`src/design/facr_pkg.sv`:
```
package facr_pkg;

  localparam int ADDR_W    = 32;
  localparam int CNT_W     = 32;
  localparam int AGE_W     = 32;
  localparam int WAY_OUT_W = 4;
  localparam int LOFF_W    = 4;
  localparam int CFG_DW    = 32;
  localparam int CFG_AW    = 3;
  localparam int OUT_DW    = 104;

  localparam logic [0:0] REG_POLICY = 1'b0;
  localparam logic [0:0] REG_LOFF   = 1'b1;

  localparam logic POL_LRU  = 1'b0;
  localparam logic POL_PLRU = 1'b1;

  localparam logic [LOFF_W-1:0] LOFF_RST = 4'd6;

  typedef enum logic [1:0] {
    ST_IDLE,
    ST_SCAN,
    ST_COMMIT
  } state_t;

  // search token flags, handed from cell to cell
  typedef struct packed {
    logic vld;
    logic hit;
    logic inv;
  } scan_t;

  // update broadcast to every cell at commit
  typedef struct packed {
    logic en;
    logic fill;
    logic age_en;
  } upd_t;

  function automatic logic [CNT_W-1:0] sat_inc(input logic [CNT_W-1:0] v);
    return (v == {CNT_W{1'b1}}) ? v : v + CNT_W'(1);
  endfunction

endpackage

```
`src/design/facr_cell.sv`:
```
module facr_cell #(
  parameter int WAY_W = 4,
  parameter int TAG_W = 32,
  parameter int IDX   = 0
) (
  input  logic                        clk,
  input  logic                        rst_n,
  input  facr_pkg::scan_t             scan_i,
  input  logic [TAG_W-1:0]            blk_i,
  input  logic [WAY_W-1:0]            hway_i,
  input  logic [WAY_W-1:0]            iway_i,
  input  logic [WAY_W-1:0]            mway_i,
  input  logic [facr_pkg::AGE_W-1:0]  mage_i,
  output facr_pkg::scan_t             scan_o,
  output logic [TAG_W-1:0]            blk_o,
  output logic [WAY_W-1:0]            hway_o,
  output logic [WAY_W-1:0]            iway_o,
  output logic [WAY_W-1:0]            mway_o,
  output logic [facr_pkg::AGE_W-1:0]  mage_o,
  input  facr_pkg::upd_t              upd_i,
  input  logic [WAY_W-1:0]            upd_way_i,
  input  logic [TAG_W-1:0]            upd_blk_i
);

  localparam logic [WAY_W-1:0] ME = WAY_W'(IDX);

  logic                       valid_r, valid_nxt;
  logic [TAG_W-1:0]           tag_r, tag_nxt;
  logic [facr_pkg::AGE_W-1:0] age_r, age_nxt;

  facr_pkg::scan_t            scan_r, scan_nxt;
  logic [TAG_W-1:0]           blk_r;
  logic [WAY_W-1:0]           hway_r, hway_nxt;
  logic [WAY_W-1:0]           iway_r, iway_nxt;
  logic [WAY_W-1:0]           mway_r, mway_nxt;
  logic [facr_pkg::AGE_W-1:0] mage_r, mage_nxt;

  logic hit_here, inv_here, older;

  assign hit_here = valid_r && (tag_r == blk_i);
  assign inv_here = !valid_r;
  assign older    = age_r > mage_i;

  always_comb begin
    scan_nxt.vld = scan_i.vld;
    scan_nxt.hit = scan_i.hit | hit_here;
    scan_nxt.inv = scan_i.inv | inv_here;
    hway_nxt     = (!scan_i.hit && hit_here) ? ME : hway_i;
    iway_nxt     = (!scan_i.inv && inv_here) ? ME : iway_i;
    mway_nxt     = older ? ME : mway_i;
    mage_nxt     = older ? age_r : mage_i;
  end

  always_comb begin
    valid_nxt = valid_r;
    tag_nxt   = tag_r;
    age_nxt   = age_r;
    if (upd_i.en) begin
      if (upd_way_i == ME) begin
        if (upd_i.fill) begin
          valid_nxt = 1'b1;
          tag_nxt   = upd_blk_i;
        end
        if (upd_i.age_en) begin
          age_nxt = '0;
        end
      end else if (upd_i.age_en) begin
        age_nxt = facr_pkg::sat_inc(age_r);
      end
    end
  end

  always_ff @(posedge clk) begin
    if (!rst_n) begin
      valid_r <= 1'b0;
      age_r   <= '0;
      scan_r  <= '0;
    end else begin
      valid_r <= valid_nxt;
      age_r   <= age_nxt;
      scan_r  <= scan_nxt;
    end
  end

  always_ff @(posedge clk) begin
    tag_r  <= tag_nxt;
    blk_r  <= blk_i;
    hway_r <= hway_nxt;
    iway_r <= iway_nxt;
    mway_r <= mway_nxt;
    mage_r <= mage_nxt;
  end

  assign scan_o = scan_r;
  assign blk_o  = blk_r;
  assign hway_o = hway_r;
  assign iway_o = iway_r;
  assign mway_o = mway_r;
  assign mage_o = mage_r;

endmodule

```
`src/design/facr_plru.sv`:
```
module facr_plru #(
  parameter int WAYS  = 16,
  parameter int WAY_W = 4
) (
  input  logic             clk,
  input  logic             rst_n,
  input  logic             touch_en,
  input  logic [WAY_W-1:0] touch_way,
  output logic [WAY_W-1:0] victim
);

  localparam int NODES = 1 << WAY_W;
  localparam logic [WAY_W-1:0] LAST = WAY_W'(WAYS - 1);

  logic [NODES-1:1] tree_r, tree_nxt;
  logic [WAY_W-1:0] vnode, vway, tnode;
  logic             vb;

  // walk: a clear node bit leads right
  always_comb begin
    vnode = WAY_W'(1);
    vway  = '0;
    vb    = 1'b0;
    for (int l = 0; l < WAY_W; l++) begin
      vb    = ~tree_r[vnode];
      vway  = WAY_W'({vway, vb});
      vnode = WAY_W'({vnode, vb});
    end
    victim = (vway > LAST) ? LAST : vway;
  end

  always_comb begin
    tree_nxt = tree_r;
    tnode    = WAY_W'(1);
    if (touch_en) begin
      for (int l = WAY_W - 1; l >= 0; l--) begin
        tree_nxt[tnode] = touch_way[l];
        tnode           = WAY_W'({tnode, touch_way[l]});
      end
    end
  end

  always_ff @(posedge clk) begin
    if (!rst_n) begin
      tree_r <= '0;
    end else begin
      tree_r <= tree_nxt;
    end
  end

endmodule

```
`src/design/fully_associative_cache_replacement_unit.sv`:
```
// channel | dir  | signals                          | beat
// in      | sink | in_tvalid/in_tready/in_tdata     | one access address
// out     | src  | out_tvalid/out_tready/out_tdata  | hit flag, way, running totals
// cfg     | sink | cfg_psel..cfg_pready (APB)       | policy, line offset
//
// From accept, the search token walks the row of way cells one cell per cycle, then
// its result is latched and the commit state updates the cells and loads out.
// One item is in flight; the next is taken while a result waits on out.
// Reset clears valid bits, ages, tree bits, totals and config; tags need no clear.
// A stalled out holds its beat; a finished search waits in commit until out frees.
module fully_associative_cache_replacement_unit #(
  parameter int WAYS         = 16,
  parameter int ADDRESS_BITS = 32
) (
  input  logic                          clk,
  input  logic                          rst_n,
  input  logic                          in_tvalid,
  output logic                          in_tready,
  input  logic [facr_pkg::ADDR_W-1:0]   in_tdata,    // [31:0] address
  output logic                          out_tvalid,
  input  logic                          out_tready,
  output logic [facr_pkg::OUT_DW-1:0]   out_tdata,   // way, hit_count, miss_count,
                                                     // access_count, pad
  output logic                          out_tuser,   // hit
  input  logic                          cfg_psel,
  input  logic                          cfg_penable,
  input  logic                          cfg_pwrite,
  input  logic [facr_pkg::CFG_AW-1:0]   cfg_paddr,
  input  logic [facr_pkg::CFG_DW-1:0]   cfg_pwdata,
  output logic [facr_pkg::CFG_DW-1:0]   cfg_prdata,
  output logic                          cfg_pready
);

  localparam int WAY_W = $clog2(WAYS);
  localparam int TAG_W = (ADDRESS_BITS < facr_pkg::ADDR_W) ? ADDRESS_BITS : facr_pkg::ADDR_W;
  localparam int OW    = facr_pkg::WAY_OUT_W;
  localparam int CW    = facr_pkg::CNT_W;

  facr_pkg::state_t state_r, state_nxt;

  logic                        policy_r;
  logic [facr_pkg::LOFF_W-1:0] loff_r;
  logic                        cfg_wr;
  logic [0:0]                  cfg_idx;

  logic in_fire, chain_done, commit_go;

  facr_pkg::scan_t             scan_c [0:WAYS];
  logic [TAG_W-1:0]            blk_c  [0:WAYS];
  logic [WAY_W-1:0]            hway_c [0:WAYS];
  logic [WAY_W-1:0]            iway_c [0:WAYS];
  logic [WAY_W-1:0]            mway_c [0:WAYS];
  logic [facr_pkg::AGE_W-1:0]  mage_c [0:WAYS];
  logic [WAYS-1:0]             chain_vld;

  logic                        hit_r, inv_r;
  logic [WAY_W-1:0]            hway_r, iway_r, mway_r;
  logic [TAG_W-1:0]            blk_r;

  logic [WAY_W-1:0]            victim, used;
  logic [WAY_W+OW-1:0]         used_ext;
  facr_pkg::upd_t              upd;

  logic [CW-1:0]               hits_r, misses_r, accs_r;
  logic [OW-1:0]               way_out_r;
  logic                        hit_out_r, out_vld_r, out_vld_nxt;

  // configuration
  assign cfg_pready = 1'b1;
  assign cfg_wr     = cfg_psel && cfg_penable && cfg_pwrite && cfg_pready;
  assign cfg_idx    = cfg_paddr[2];

  always_comb begin
    unique case (cfg_idx)
      facr_pkg::REG_POLICY: cfg_prdata = {{(facr_pkg::CFG_DW-1){1'b0}}, policy_r};
      facr_pkg::REG_LOFF:   cfg_prdata = {{(facr_pkg::CFG_DW-facr_pkg::LOFF_W){1'b0}}, loff_r};
      default:              cfg_prdata = '0;
    endcase
  end

  always_ff @(posedge clk) begin
    if (!rst_n) begin
      policy_r <= facr_pkg::POL_LRU;
      loff_r   <= facr_pkg::LOFF_RST;
    end else if (cfg_wr) begin
      unique case (cfg_idx)
        facr_pkg::REG_POLICY: policy_r <= cfg_pwdata[0];
        facr_pkg::REG_LOFF:   loff_r   <= cfg_pwdata[facr_pkg::LOFF_W-1:0];
        default: ;
      endcase
    end
  end

  // sequencer
  always_comb begin
    state_nxt = state_r;
    unique case (state_r)
      facr_pkg::ST_IDLE:   if (in_tvalid) state_nxt = facr_pkg::ST_SCAN;
      facr_pkg::ST_SCAN:   if (chain_done) state_nxt = facr_pkg::ST_COMMIT;
      facr_pkg::ST_COMMIT: if (!out_vld_r || out_tready) state_nxt = facr_pkg::ST_IDLE;
      default:             state_nxt = facr_pkg::ST_IDLE;
    endcase
  end

  always_comb begin
    in_tready = 1'b0;
    commit_go = 1'b0;
    unique case (state_r)
      facr_pkg::ST_IDLE:   in_tready = 1'b1;
      facr_pkg::ST_SCAN:   ;
      facr_pkg::ST_COMMIT: commit_go = !out_vld_r || out_tready;
      default:             ;
    endcase
  end

  always_ff @(posedge clk) begin
    if (!rst_n) begin
      state_r <= facr_pkg::ST_IDLE;
    end else begin
      state_r <= state_nxt;
    end
  end

  assign in_fire    = in_tvalid && in_tready;
  assign chain_done = scan_c[WAYS].vld;

  // head of the row
  always_comb begin
    scan_c[0].vld = in_fire;
    scan_c[0].hit = 1'b0;
    scan_c[0].inv = 1'b0;
    blk_c[0]      = in_tdata[TAG_W-1:0] >> loff_r;
    hway_c[0]     = '0;
    iway_c[0]     = '0;
    mway_c[0]     = '0;
    mage_c[0]     = '0;
  end

  for (genvar g = 0; g < WAYS; g++) begin : g_cell
    facr_cell #(
      .WAY_W (WAY_W),
      .TAG_W (TAG_W),
      .IDX   (g)
    ) u_cell (
      .clk       (clk),
      .rst_n     (rst_n),
      .scan_i    (scan_c[g]),
      .blk_i     (blk_c[g]),
      .hway_i    (hway_c[g]),
      .iway_i    (iway_c[g]),
      .mway_i    (mway_c[g]),
      .mage_i    (mage_c[g]),
      .scan_o    (scan_c[g+1]),
      .blk_o     (blk_c[g+1]),
      .hway_o    (hway_c[g+1]),
      .iway_o    (iway_c[g+1]),
      .mway_o    (mway_c[g+1]),
      .mage_o    (mage_c[g+1]),
      .upd_i     (upd),
      .upd_way_i (used),
      .upd_blk_i (blk_r)
    );
    assign chain_vld[g] = scan_c[g+1].vld;
  end

  always_ff @(posedge clk) begin
    if (state_r == facr_pkg::ST_SCAN && chain_done) begin
      hit_r  <= scan_c[WAYS].hit;
      inv_r  <= scan_c[WAYS].inv;
      hway_r <= hway_c[WAYS];
      iway_r <= iway_c[WAYS];
      mway_r <= mway_c[WAYS];
      blk_r  <= blk_c[WAYS];
    end
  end

  facr_plru #(
    .WAYS  (WAYS),
    .WAY_W (WAY_W)
  ) u_plru (
    .clk       (clk),
    .rst_n     (rst_n),
    .touch_en  (commit_go && (policy_r == facr_pkg::POL_PLRU)),
    .touch_way (used),
    .victim    (victim)
  );

  always_comb begin
    if (hit_r) begin
      used = hway_r;
    end else if (policy_r == facr_pkg::POL_PLRU) begin
      used = victim;
    end else begin
      used = inv_r ? iway_r : mway_r;
    end
    used_ext   = {{OW{1'b0}}, used};
    upd.en     = commit_go;
    upd.fill   = !hit_r;
    upd.age_en = (policy_r == facr_pkg::POL_LRU);
  end

  // totals double as the result payload; they only move at commit
  always_ff @(posedge clk) begin
    if (!rst_n) begin
      hits_r   <= '0;
      misses_r <= '0;
      accs_r   <= '0;
    end else if (commit_go) begin
      accs_r <= facr_pkg::sat_inc(accs_r);
      if (hit_r) begin
        hits_r <= facr_pkg::sat_inc(hits_r);
      end else begin
        misses_r <= facr_pkg::sat_inc(misses_r);
      end
    end
  end

  always_ff @(posedge clk) begin
    if (commit_go) begin
      way_out_r <= used_ext[OW-1:0];
      hit_out_r <= hit_r;
    end
  end

  always_comb begin
    out_vld_nxt = out_vld_r;
    if (commit_go) begin
      out_vld_nxt = 1'b1;
    end else if (out_tready) begin
      out_vld_nxt = 1'b0;
    end
  end

  always_ff @(posedge clk) begin
    if (!rst_n) begin
      out_vld_r <= 1'b0;
    end else begin
      out_vld_r <= out_vld_nxt;
    end
  end

  assign out_tvalid = out_vld_r;
  assign out_tuser  = hit_out_r;
  assign out_tdata  = {{(facr_pkg::OUT_DW-OW-3*CW){1'b0}}, accs_r, misses_r, hits_r,
                       way_out_r};

`ifndef NO_ASSERTIONS
  a_one_token: assert property (@(posedge clk) disable iff (!rst_n)
    $onehot0(chain_vld))
    else $error("more than one search token in the row");

  a_token_latency: assert property (@(posedge clk) disable iff (!rst_n)
    in_fire |-> ##(WAYS) chain_done)
    else $error("search token did not reach the end of the row in time");

  a_commit_out: assert property (@(posedge clk) disable iff (!rst_n)
    commit_go |=> (out_tvalid && (out_tuser == $past(hit_r))))
    else $error("commit did not present its beat");

  a_out_rise: assert property (@(posedge clk) disable iff (!rst_n)
    $rose(out_tvalid) |-> $past(state_r == facr_pkg::ST_COMMIT))
    else $error("result beat raised outside commit");
`endif

endmodule
```
`config.mk`:
```
export PLATFORM = sky130hd
export DESIGN_NAME = fully_associative_cache_replacement_unit
export DESIGN_NICKNAME = d
export VERILOG_FILES = /design/src/design/facr_pkg.sv /design/src/design/facr_cell.sv /design/src/design/facr_plru.sv /design/src/design/fully_associative_cache_replacement_unit.sv
export SDC_FILE = /design/constraint.sdc
export NUM_CORES = 2
export LEC_CHECK = 0
export BUFFER_PORTS_ARGS = -buffer_cell sky130_fd_sc_hd__buf_2
export CAP_MARGIN = 5
export CORE_MARGIN = 2
export CORE_UTILIZATION = 40
export CTS_BUF_LIST = sky130_fd_sc_hd__clkbuf_2
export CTS_CLUSTER_SIZE = 24
export DETAILED_ROUTE_END_ITERATION = 7
export MAX_ROUTING_LAYER = met4
export PLACE_DENSITY = 0.55
export SYNTH_ARGS = -nofsm -noshare
export SYNTH_HDL_FRONTEND = slang
export SYNTH_SLANG_ARGS = --single-unit
```
`constraint.sdc`:
```
create_clock -name clk -period 8.35 [get_ports clk]
set_clock_uncertainty 0.2 [all_clocks]
set_input_delay 1.67 -clock clk [delete_from_list [all_inputs] [get_ports clk]]
set_output_delay 1.67 -clock clk [all_outputs]
set_load 0.02 [all_outputs]
```
* Yosys cells after proc, flatten, opt, wreduce, memory -nomap -nowiden
Index checks and enable logic that the tools add are counted.
Storage, ports and cells: memories 0, word-level logic and storage cells 582, input bits 74, bits in registers 2430, ROM bits 0, memory bits (writable) 0, bits in latches 0
Cells by class: $add $sub $neg 19, reduce and logical (&&, ||, !) cells 143, muxes and demuxes 94, div/mod/pow operators 0, bitwise gates (word level) 40, order comparisons 26, shift operators 1, equal/unequal tests 71, multipliers 0
Operators with widths (count):
- $mux 32 | 63
- $add 32x1->32 const B | 19
- $eq 32x32->1 const B | 19
- $eq 32x32->1 | 16
- $gt 32x32->1 | 15
- $reduce_and 3->1 | 35
- $pmux 32 s2 | 1
- $logic_and 1x1->1 | 54
- $logic_not 1->1 | 47
- $bwmux 15 | 3
- $ne 2x1->1 const B | 17
- $eq 4x4->1 const B | 8
- $gt 32x1->1 const B | 1
- $shr 32x4->32 | 1
- $or 1x1->1 | 30
- $eq 4x3->1 const B | 4
- $mux 4 | 4
- $mux 1 | 14
- $lt 2x5->1 const B | 2
- $lt 3x5->1 const B | 2
- $lt 4x5->1 const B | 2
- $not 1->1 | 10
- $eq 4x2->1 const B | 2
- $mux 2 | 3
- other kinds (19) | 22

* Depth between registers and ports, before layout
depth in word-level cells 21, mapped depth 13

* By module
From an unflattened synthesis, not the netlist that was laid out.
Second synthesis, totals: cell total of the unflattened synthesis 10081, area total of the unflattened synthesis 106515.9 sq um
Modules (own cells, without submodules):
- facr_cell at g_cell[10].u_cell ... | area an instance 6065.8 sq um, sequential area each 3203.1 sq um, times used 4, cells an instance 568
- facr_cell at g_cell[4].u_cell ... | area an instance 6097.1 sq um, sequential area each 3203.1 sq um, times used 2, cells an instance 565
- facr_cell at g_cell[11].u_cell ... | area an instance 6064.6 sq um, sequential area each 3203.1 sq um, times used 2, cells an instance 569
- facr_cell at g_cell[13].u_cell ... | area an instance 6034.5 sq um, sequential area each 3203.1 sq um, times used 2, cells an instance 562
- fully_associative_cache_replacement_unit | area an instance 8642.0 sq um, sequential area each 3613.5 sq um, times used 1, cells an instance 939
- facr_cell at g_cell[12].u_cell | area an instance 6140.9 sq um, sequential area each 3203.1 sq um, times used 1, cells an instance 565
- facr_cell at g_cell[2].u_cell | area an instance 6139.6 sq um, sequential area each 3203.1 sq um, times used 1, cells an instance 569
- facr_cell at g_cell[1].u_cell | area an instance 6073.3 sq um, sequential area each 3203.1 sq um, times used 1, cells an instance 568
- facr_cell at g_cell[3].u_cell | area an instance 6063.3 sq um, sequential area each 3203.1 sq um, times used 1, cells an instance 569
- facr_cell at g_cell[0].u_cell | area an instance 6054.6 sq um, sequential area each 3203.1 sq um, times used 1, cells an instance 567
- facr_cell at g_cell[15].u_cell | area an instance 6034.5 sq um, sequential area each 3203.1 sq um, times used 1, cells an instance 565
- facr_plru | area an instance 711.9 sq um, sequential area each 300.3 sq um, times used 1, cells an instance 75

* Worst setup path after synthesis
No wires, ideal clock.
kind input -> register, from input out_tready, to register g_cell[12].u_cell.tag_r[0], enable pin, data required time 7.646 ns, cell stages on the path 3, buffers on the path 0, setup slack 2.319 ns, arrival time 5.327 ns, cell sequence nand2b_1 nand3_1 nor4_1
On the way: cells in the longest elaborated chain, start to end 3
Ends and longest elaborated chain:
- start, declared | line fully_associative_cache_replacement_unit.sv:21 | input logic out_tready,
- $logic_or 1x1->1 | line fully_associative_cache_replacement_unit.sv:111 | facr_pkg::ST_COMMIT: commit_go = !out_vld_r || out_tready;
- $mux 1 | line fully_associative_cache_replacement_unit.sv:108 | unique case (state_r)
- $reduce_and 3->1 (no source line)
- end signal, assigned | line facr_cell.sv:86 | tag_r <= tag_nxt;
- end, declared | line facr_cell.sv:28 | logic [TAG_W-1:0] tag_r, tag_nxt;
No other way between the ends. A chain may end at the register's enable or synchronous reset.

* Worst setup path after layout
from register policy_r, to output cfg_prdata[0] in the netlist's numbering
On the way: cells in the longest elaborated chain, start to end 1
Ends and longest elaborated chain:
- start, declared | line fully_associative_cache_replacement_unit.sv:41 | logic policy_r;
- start signal, assigned | line fully_associative_cache_replacement_unit.sv:83 | policy_r <= facr_pkg::POL_LRU;
- start signal, assigned | line fully_associative_cache_replacement_unit.sv:87 | facr_pkg::REG_POLICY: policy_r <= cfg_pwdata[0];
- $pmux 32 s2 | line fully_associative_cache_replacement_unit.sv:74 | unique case (cfg_idx)
- end, declared | line fully_associative_cache_replacement_unit.sv:30 | output logic [facr_pkg::CFG_DW-1:0] cfg_prdata,
No other way between the ends. The select of a mux whose other input is x is not followed.

==> summary.md <==
| Metric | Value |
|---|---|
| Status | `completed` |
| Clk pin slew, worst setup/hold paths | `100 ps` |
| Top cells by area, synth | `dfxtp_1 37%, edfxtp_1 17%, ha_1 6.3%, mux2_2 5.0%, xnor2_1 4.9%` |
| Setup TNS | `0 ps` |
| Slowest Stage Delay on Critical Path | `950 ps` |
| Share of the synthesized area in the top cell type | `37.1%` |
| Combinational share of power | `3.2%` |
| Post-synth ARST share | `0%` |
| Setup WS post-layout | `2670 ps` |
| Gpl congestion | `0.881` |
| Synth Instances | `9179` |
| Worst EP required | `6480 ps` |
| Cell Rows | `182` |
| NetSw | `0.00542 W` |
| Die area | `252000 um2` |
| Pre-antenna DRT Iters | `6` |
| Pre-CTS setup slack | `3290 ps` |
| Synth area leader | `dfxtp_1` |
| Total I/O pin count | `214` |
| H-tree Lvls | `6` |
| Nets | `10400` |
| Fin crit share | `68.0%` |
| DRT Wirelength | `263000 um` |
| Worst slew pin tran | `1270 ps` |
| Residual DRC | `0` |
| Max clock buf depth | `4` |
| Synth warn | `0` |
| Slowest-stage cell, CP | `dfxtp_1` |
| Initial Util | `40.3%` |
| Gr usage total | `21.1%` |
| Max_cap viols | `0` |
| Fin cells | `13500` |
| Register area share after synthesis | `54.2%` |
| Core Util, Final | `44.5%` |
| CTS resizes | `0` |
| Placed cells | `12400` |
| Total CTS buffers | `637` |
| Iter 0 DRT Violations | `4387` |
| Reg power frac | `58.4%` |
| ANT nets after route | `0` |
| Switching Share | `25.7%` |
| Lkg Pwr | `42.3 nW` |
| Post-DP HPWL | `190000 um` |
| Final Hold Viols | `0` |
| Area grow syn2layout | `10.6%` |
| Internal power | `0.0156 W` |
| Filler cell count | `23600` |
| EDFF count, synth | `563` |
| Synth Flop Type | `dfxtp_1` |
| Hold_ws | `38.1 ps` |
| Root Driver | `clkbuf_2` |
| WS Path Type | `reg -> out` |
| Core area | `246000 um2` |
| Vias | `70100` |
| CP max FO | `13` |
| Initial antenna violation count | `15` |
| Slew Limit Headroom | `15.1%` |
| Clock sink total | `2397` |
| Syn avg cell area | `10.8 um2` |
| Power Dens Cells | `192 nW/um2` |
| CTS tree | `built` |
| Pin count of the biggest net entering global routing | `108` |
| FMAX | `176 MHz` |
| First-pass GRT wire length | `404000 um` |
| Max Slew Vio Count | `0` |
| Unrepaired setup endpoints after global routing | `false` |
| Distinct cell type count after synthesis | `101` |
| CP endpoint kind | `output pin` |
| Period minus WS final | `5680 ps` |
| Via/cell ratio | `5.19` |
| Commonest cells after routing, fill and taps aside | `1832 x dfxtp_1, 931 x clkbuf_2, 659 x nor2_1` |
| Height of the chip | `502 um` |
| Min-Delay Path Class | `reg -> reg` |
| Layout cell share with drive strength beyond 1 | `18.0%` |
| Port bufs | `150` |
| Final setup viols | `0` |
| Crit start category | `flip-flop` |
| GRT overflow | `0` |
| Max rail drop VDD | `0.108 mV` |
| Worst-Skew Late Latency | `1870 ps` |
| Die Width | `502 um` |
| Commonest non-fill, non-tap cell in the layout | `dfxtp_1` |
| Synth Cell Area | `99000 um2` |
| Clock power share | `38.4%` |
| Wire per inst | `19.4 um` |
| Yosys reg bits | `2397` |
| Number of global-route vias before repair | `70100` |
| Critical path data arrival time | `3810 ps` |
| Crit-path cells | `inv_1, o21ai_0, buf_2` |
layout make-up:
class | instances | area, um2 | share of cell area [%]
Tap cell | 3220 | 4030 | 3.68
Multi-Input combinational cell | 5890 | 42200 | 38.5
Sequential cell | 2397 | 53600 | 49.0
Timing Repair Buffer | 261 | 1650 | 1.51
Clock inverter | 184 | 1010 | 0.927
Clock buffer | 931 | 4660 | 4.26
Inverter | 609 | 2290 | 2.09
Antenna cell | 16 | 40.0 | 0.0366
worst max-delay path, delay by kind of cell (launching register included):
kind,cells,cell delay [ps]
buffers and inverters,2,730
AOI/OAI and AO/OA,1,280
DFF,1,950
metrics by stage:
step	instance area (um2)	power, W
6_report	109000	0.0210
4_1_cts	109000	0.0214
5_1_grt	109000	0.0221
2_1_floorplan	99100	0.0129
3_3_place_gp	104000	0.0132
3_5_place_dp	104000	0.0132
routing by layer:
metal  GRT usage, %  wire length (um)  vias to the layer above  share of wire (%)
li1               -                 -                    34100                  -
met1           25.4            114000                    33500                 44
met2           35.0            127000                     1880                 48
met3           3.87             12600                      548                4.8
met4           7.87              8340                        0                3.2
met5              -                 0                        -                  0
synthesized netlist by cell type (21+ instances only):
cell,number
dfxtp_1,1834
nor2_1,673
inv_1,605
edfxtp_1,563
xnor2_1,551
ha_1,500
nand2_1,438
mux2_2,436
nand4_1,369
a21oi_1,346
o21ai_0,320
nand3_1,298
xor2_1,225
nor3_1,187
clkbuf_1,182
nor4_1,138
a21o_1,116
mux2i_1,106
and3_1,97
or3_1,92
nor2b_1,88
o31ai_1,87
and2_1,82
nand2b_1,77
a31oi_1,74
or2_2,65
and4_1,57
buf_2,57
o21a_1,47
buf_4,37
buf_1,33
o211ai_1,32
or4_1,27
a311oi_1,22
o41ai_1,22
nand3b_1,21
worst paths after layout:
kind / endpoint / slack [ps] / startpoint / cells past startpoint
max: cfg_prdata[0] / 2670 / policy_r / 3
min: g_cell[15].u_cell.blk_o[25] / 40 / g_cell[14].u_cell.blk_o[25] / 0
max reg2reg: g_cell[13].u_cell.age_r[25] / 3370 / policy_r / 8
min reg2reg: g_cell[15].u_cell.blk_o[25] / 40 / g_cell[14].u_cell.blk_o[25] / 0
sequential cells by signal, summed over array words and instances, names as in the netlist, 15 cells and up:
register,cells
accs_r,32
blk_r,32
g_cell.u_cell.age_r,512
g_cell.u_cell.blk_o,512
g_cell.u_cell.hway_o,49
g_cell.u_cell.iway_o,49
g_cell.u_cell.mage_o,480
g_cell.u_cell.mway_o,49
g_cell.u_cell.scan_o,48
g_cell.u_cell.tag_r,512
g_cell.u_cell.valid_r,16
hits_r,32
misses_r,32
u_plru.tree_r,15
what timing repair did:
item | in CTS | in global routing
endpoints found under the hold margin | 31 | 0
buffers inserted | 0 | 0
hold buffers | 24 | 0
power by group through the flow:
stage / Clock, W / Sequential, W / Combinational (W)
after detailed placement: 0 / 0.0126 / 0.000661
after global routing: 0.00905 / 0.0123 / 0.000720
after floorplan: 0 / 0.0125 / 0.000474
final: 0.00809 / 0.0123 / 0.000667
after global placement: 0 / 0.0126 / 0.000656
after CTS: 0.00842 / 0.0123 / 0.000674
cell families (layout without fill, tap and decap cells):
logic type,count (synthesis),count (layout),share of synthesized area (%)
AND/OR/NAND/NOR,2777,2777,14.5
multiplexers,563,563,6.49
flip-flops,2397,2397,54.2
AO/OA/AOI/OAI,1241,1241,7.92
adder cells (fa/ha/maj),500,500,6.32
buffers and inverters,923,1985,3.74
XOR/XNOR,776,776,6.86
other,2,49,0.00759
Note: power is estimated with default switching activity, not from simulation.
